==> src/rtl/greedy_nearest_point_matcher_unit_assert.svh <==
// assertion macros shared by the rtl
`ifndef GREEDY_NEAREST_POINT_MATCHER_UNIT_ASSERT_SVH
`define GREEDY_NEAREST_POINT_MATCHER_UNIT_ASSERT_SVH

`ifndef SYNTHESIS

// condition must hold in the same cycle as the trigger
`define GNPM_ASSERT_NOW(label, clk, rstn, trig, cond) \
    label: assert property (@(posedge clk) disable iff (!rstn) (trig) |-> (cond)) \
        else $error("gnpm assertion failed");

// condition must hold in the cycle after the trigger
`define GNPM_ASSERT_NEXT(label, clk, rstn, trig, cond) \
    label: assert property (@(posedge clk) disable iff (!rstn) (trig) |=> (cond)) \
        else $error("gnpm assertion failed");

`else

`define GNPM_ASSERT_NOW(label, clk, rstn, trig, cond)
`define GNPM_ASSERT_NEXT(label, clk, rstn, trig, cond)

`endif

`endif

==> src/rtl/gnpm_pkg.sv <==
`timescale 1ns / 1ps
`default_nettype none

package gnpm_pkg;

    localparam int TABLE_DEPTH    = 4096;
    localparam int COORD_BITS     = 16;
    localparam int ADDR_BITS      = $clog2(TABLE_DEPTH);
    localparam int COUNT_BITS     = $clog2(TABLE_DEPTH + 1);
    localparam int SQ_BITS        = 2 * COORD_BITS;
    localparam int DIST_BITS      = 2 * COORD_BITS + 1;
    localparam int RADIUS_BITS    = 16;
    localparam int INDEX_OUT_BITS = 12;
    localparam int NUMBER_OUT_BITS = 13;

    typedef logic [1:0]                 func_t;
    typedef logic [ADDR_BITS-1:0]       addr_t;
    typedef logic [COUNT_BITS-1:0]      count_t;
    typedef logic [COORD_BITS-1:0]      coord_t;
    typedef logic [SQ_BITS-1:0]         sq_t;
    typedef logic [DIST_BITS-1:0]       dist_t;
    typedef logic [INDEX_OUT_BITS-1:0]  index_out_t;
    typedef logic [NUMBER_OUT_BITS-1:0] number_out_t;

    localparam func_t FUNC_APPEND = 2'd0;
    localparam func_t FUNC_QUERY  = 2'd1;
    localparam func_t FUNC_CLEAR  = 2'd2;
    localparam func_t FUNC_EMPTY  = 2'd3;

    // one write into the point store
    typedef struct packed {
        logic   coord_we;
        logic   taken_we;
        addr_t  addr;
        coord_t x;
        coord_t y;
        logic   taken;
    } store_wr_t;

    // one entry as read back from the store
    typedef struct packed {
        coord_t x;
        coord_t y;
        logic   taken;
    } ref_entry_t;

    // travels alongside each scan read
    typedef struct packed {
        logic  valid;
        logic  last;
        addr_t idx;
    } scan_tag_t;

    // running best candidate of a scan
    typedef struct packed {
        logic  found;
        addr_t idx;
        dist_t min_dist;
    } best_t;

endpackage

`default_nettype wire

==> src/rtl/gnpm_dist.sv <==
`timescale 1ns / 1ps
`default_nettype none

module gnpm_dist (
    input  wire logic                  aclk,
    input  wire logic                  aresetn,
    input  wire logic                  start,
    input  wire gnpm_pkg::scan_tag_t   tag_in,
    input  wire gnpm_pkg::ref_entry_t  entry_in,
    input  wire gnpm_pkg::coord_t      query_x,
    input  wire gnpm_pkg::coord_t      query_y,
    output gnpm_pkg::best_t            best,
    output logic                       done
);

    // stage a: absolute differences
    gnpm_pkg::scan_tag_t tag_a_reg;
    logic                taken_a_reg;
    gnpm_pkg::coord_t    dx_a_reg;
    gnpm_pkg::coord_t    dy_a_reg;

    // stage b: squares
    gnpm_pkg::scan_tag_t tag_b_reg;
    logic                taken_b_reg;
    gnpm_pkg::sq_t       sx_b_reg;
    gnpm_pkg::sq_t       sy_b_reg;

    // stage c: running minimum
    gnpm_pkg::best_t     best_reg;
    gnpm_pkg::best_t     best_next;
    logic                done_reg;

    gnpm_pkg::dist_t     dist_b;

    always_ff @(posedge aclk) begin
        if (!aresetn) begin
            tag_a_reg <= '0;
            tag_b_reg <= '0;
            done_reg  <= 1'b0;
        end else begin
            tag_a_reg <= tag_in;
            tag_b_reg <= tag_a_reg;
            done_reg  <= tag_b_reg.valid && tag_b_reg.last;
        end
    end

    always_ff @(posedge aclk) begin
        taken_a_reg <= entry_in.taken;
        dx_a_reg    <= (entry_in.x >= query_x) ? entry_in.x - query_x : query_x - entry_in.x;
        dy_a_reg    <= (entry_in.y >= query_y) ? entry_in.y - query_y : query_y - entry_in.y;
        taken_b_reg <= taken_a_reg;
        sx_b_reg    <= dx_a_reg * dx_a_reg;
        sy_b_reg    <= dy_a_reg * dy_a_reg;
    end

    assign dist_b = {1'b0, sx_b_reg} + {1'b0, sy_b_reg};

    // strict less keeps the lowest index on ties
    always_comb begin
        best_next = best_reg;
        if (start) begin
            best_next.found = 1'b0;
        end else if (tag_b_reg.valid && !taken_b_reg
                     && (!best_reg.found || dist_b < best_reg.min_dist)) begin
            best_next.found    = 1'b1;
            best_next.idx      = tag_b_reg.idx;
            best_next.min_dist = dist_b;
        end
    end

    always_ff @(posedge aclk) begin
        if (!aresetn) begin
            best_reg.found <= 1'b0;
        end else begin
            best_reg.found <= best_next.found;
        end
        best_reg.idx      <= best_next.idx;
        best_reg.min_dist <= best_next.min_dist;
    end

    assign best = best_reg;
    assign done = done_reg;

endmodule

`default_nettype wire

==> config.mk <==
export PLATFORM = sky130hd
export DESIGN_NAME = gnpm_dist
export DESIGN_NICKNAME = d
export VERILOG_FILES = /design/src/rtl/greedy_nearest_point_matcher_unit_assert.svh /design/src/rtl/gnpm_pkg.sv /design/src/rtl/gnpm_dist.sv
export SDC_FILE = /design/constraint.sdc
export NUM_CORES = 1
export LEC_CHECK = 0
export BUFFER_PORTS_ARGS = -buffer_cell sky130_fd_sc_hd__clkbuf_2
export CAP_MARGIN = 20
export CORE_ASPECT_RATIO = 1.1
export CORE_UTILIZATION = 55
export CTS_CLUSTER_DIAMETER = 150
export DETAILED_ROUTE_END_ITERATION = 10
export GPL_TIMING_DRIVEN = 0
export PLACE_DENSITY_LB_ADDON = 0.15
export SYNTH_ARGS = -nofsm -noshare
export SYNTH_HDL_FRONTEND = slang
export SYNTH_SLANG_ARGS = --single-unit
export TNS_END_PERCENT = 50
==> constraint.sdc <==
create_clock -name aclk -period 12.12 [get_ports aclk]
set_input_delay 2.424 -clock aclk [delete_from_list [all_inputs] [get_ports aclk]]
set_output_delay 2.424 -clock aclk [all_outputs]
set_load 0.005 [all_outputs]
==> metrics.txt <==
clock skew=0.0156 ns; largest net degree at the start of global routing=22; CTS tree=built; share of cells above drive strength 1=0.0701; clock period minus worst slack=7.80 ns; Antenna Nets Post-Route=0; Async SR Flop Fraction=0; CP Data Required Time=12.41 ns; sequential-to-total area share from yosys stat=0.162; Max Slew Vio Count=0; fin crit share=0.643; Slew headroom=0.348; max reg flops=46; core area=42600 um2; number of global-route vias before repair=18663; DRC=0; post_cts resized=0; clock-pin slew on the worst setup and hold paths=0.08 ns; Crit. End Element=flip-flop; synthesized area=23900 um2; Critical Path AT=8.09 ns; vias per inst=5.35; Initial DRT Pass Iterations=5; H-Tree Depth=4; post-synth top area cell=fa_1; Avg Inst Size Synth=9.07 um2; grt ovf=0; Seq cells post-synth=171; Die Span Y=221 um; GRT Util Overall=0.261; top post-synthesis cells by area=fa_1 27%, ha_1 17%, dfxtp_1 11%; RSZ-0062 raised after global routing=no; critical path type=reg -> reg; count of final setup violators=0; initial antenna violation count=1; worst-margin pin slew=0.965 ns; post-synth top area share=0.275; Final Hold Vio Count=0; critical path's slowest cell=a211oi_1; Max-Cap Viols=0; Post-synth top cells=608 x inv_1, 328 x fa_1, 327 x ha_1, 197 x nand2_1, 126 x dfxtp_1; Die ar.=44300 um2; worst min-delay path class=reg -> reg; FP Rows=79; CTS sink count=171; cells along the critical path=clkbuf_1 -> clkbuf_1 -> nand2_1 -> inv_1 -> fa_1 -> inv_1 -> fa_1 -> inv_1 -> fa_1 -> fa_1 -> fa_1 -> inv_1 -> fa_1 -> inv_1 -> ha_1 -> a21o_1 -> a21o_1 -> a221o_1 -> a211oi_1 -> o211ai_1 -> a31oi_1 -> o21ai_1 -> xor2_1; final total negative setup slack=0 ns; Syn Nets=3373; number of enable flip-flop cells after synthesis=45; max incr delay on CP=0.62 ns; Synth Warn #=0; Fmax achieved=0.128 GHz; status=completed; Layout area overhead=8.41%; DRT iter0 DRCs=997; routed len/inst=16.5 um; worst-skew pair later-pin latency=0.45 ns; hpwl dp=46700 um; cts bufs inserted=17; Synth Instances=2636; ys flop type=dfxtp_1; Post-CTS Setup Bufs=0; FILL cells=3711; final WL=55400 um; die width=201 um; initial core utilization=0.561; cts hold-fix bufs=0; Via Count=18013; crit path max fanout=10; Yosys cell types=75; critical path launch point type=flip-flop; Ports=129; Longest Clk Path Bufs=2; top-count cell post-synth=inv_1; Placer Congestion=0.921; crit-path most repeated cell=fa_1; first-pass GRT wire length=92200 um; IO buf count=127; clk root buf=clkbuf_16; # nets final=3521
[metrics by stage]
step	cells	cell area [um2]	utilization	setup slack [ns]	hold slack, ns
2_1_floorplan	2636	23900	-	5.72	0.310
3_3_place_gp	3330	25300	0.593	4.11	0.319
3_5_place_dp	3332	25300	0.594	4.50	0.316
4_1_cts	3364	25900	0.609	4.44	0.343
5_1_grt	3364	25900	0.609	4.16	0.345
6_report	3365	25900	0.609	4.32	0.346
[final timing paths]
check	slack, ns	start	cells after the start	end
max	4.32	dy_a_reg[4]$_DFF_P_	23	sy_b_reg[30]$_DFF_P_
min	0.35	taken_a_reg$_DFF_P_	0	taken_b_reg$_DFF_P_
max reg2reg	4.32	dy_a_reg[4]$_DFF_P_	23	sy_b_reg[30]$_DFF_P_
min reg2reg	0.35	taken_a_reg$_DFF_P_	0	taken_b_reg$_DFF_P_
[layout make-up]
| cell class | count | area (um2) | area share |
|---|---|---|---|
| antenna | 1 | 2.50 | 0.0000965 |
| buffer | 77 | 304 | 0.0117 |
| clock buffer | 17 | 425 | 0.0164 |
| clock inverter | 15 | 176 | 0.00680 |
| inverter | 608 | 2280 | 0.0880 |
| multi-input combinational | 1780 | 17500 | 0.674 |
| sequential | 171 | 3870 | 0.149 |
| tap | 567 | 709 | 0.0274 |
| timing repair buffer | 129 | 678 | 0.0262 |
[logic make-up after synthesis]
kind of cell	after synthesis	share of synthesized area
mux	22	0.00931
xor+xnor	127	0.0465
fa+ha+maj	655	0.446
simple gates	575	0.117
compound gates	401	0.112
buf+inv	685	0.108
flops	171	0.162
[metal layers]
metal | vias to the layer above | global-route usage | share of wire
met3 | 82 | 0.0399 | 0.058
met2 | 536 | 0.458 | 0.49
met4 | 0 | 0.0667 | 0.019
met1 | 8744 | 0.338 | 0.44
li1 | 8651 | - | -
met5 | - | 0 | 0
[critical path: cells and delay by family, from the launching register on]
family	cells	cell delay [ns]
compound gates	7	2.02
buf+inv	7	1.40
xor+xnor	1	0.44
simple gates	1	0.20
fa+ha+maj	7	3.12
flops	1	0.43
[placed cells by master, fill, tap and decap left out, drive strengths merged, types with 11 or more instances in the layout]
master,n
nor3,27
a31oi,11
nand2,197
xor2,46
nand2b,13
o21a,13
fa,328
nand3,29
a211oi,19
nand4,19
ha,327
dfxtp,126
nor2,113
edfxtp,45
and3,17
o21bai,14
o21ai,71
nor2b,30
mux2i,20
a21oi,117
buf,11
clkbuf,212
a21o,82
and2,101
inv,614
xnor2,81
Power is not shown: default switching activity piles up to over one toggle a cycle in this logic, so the estimate is an artifact.
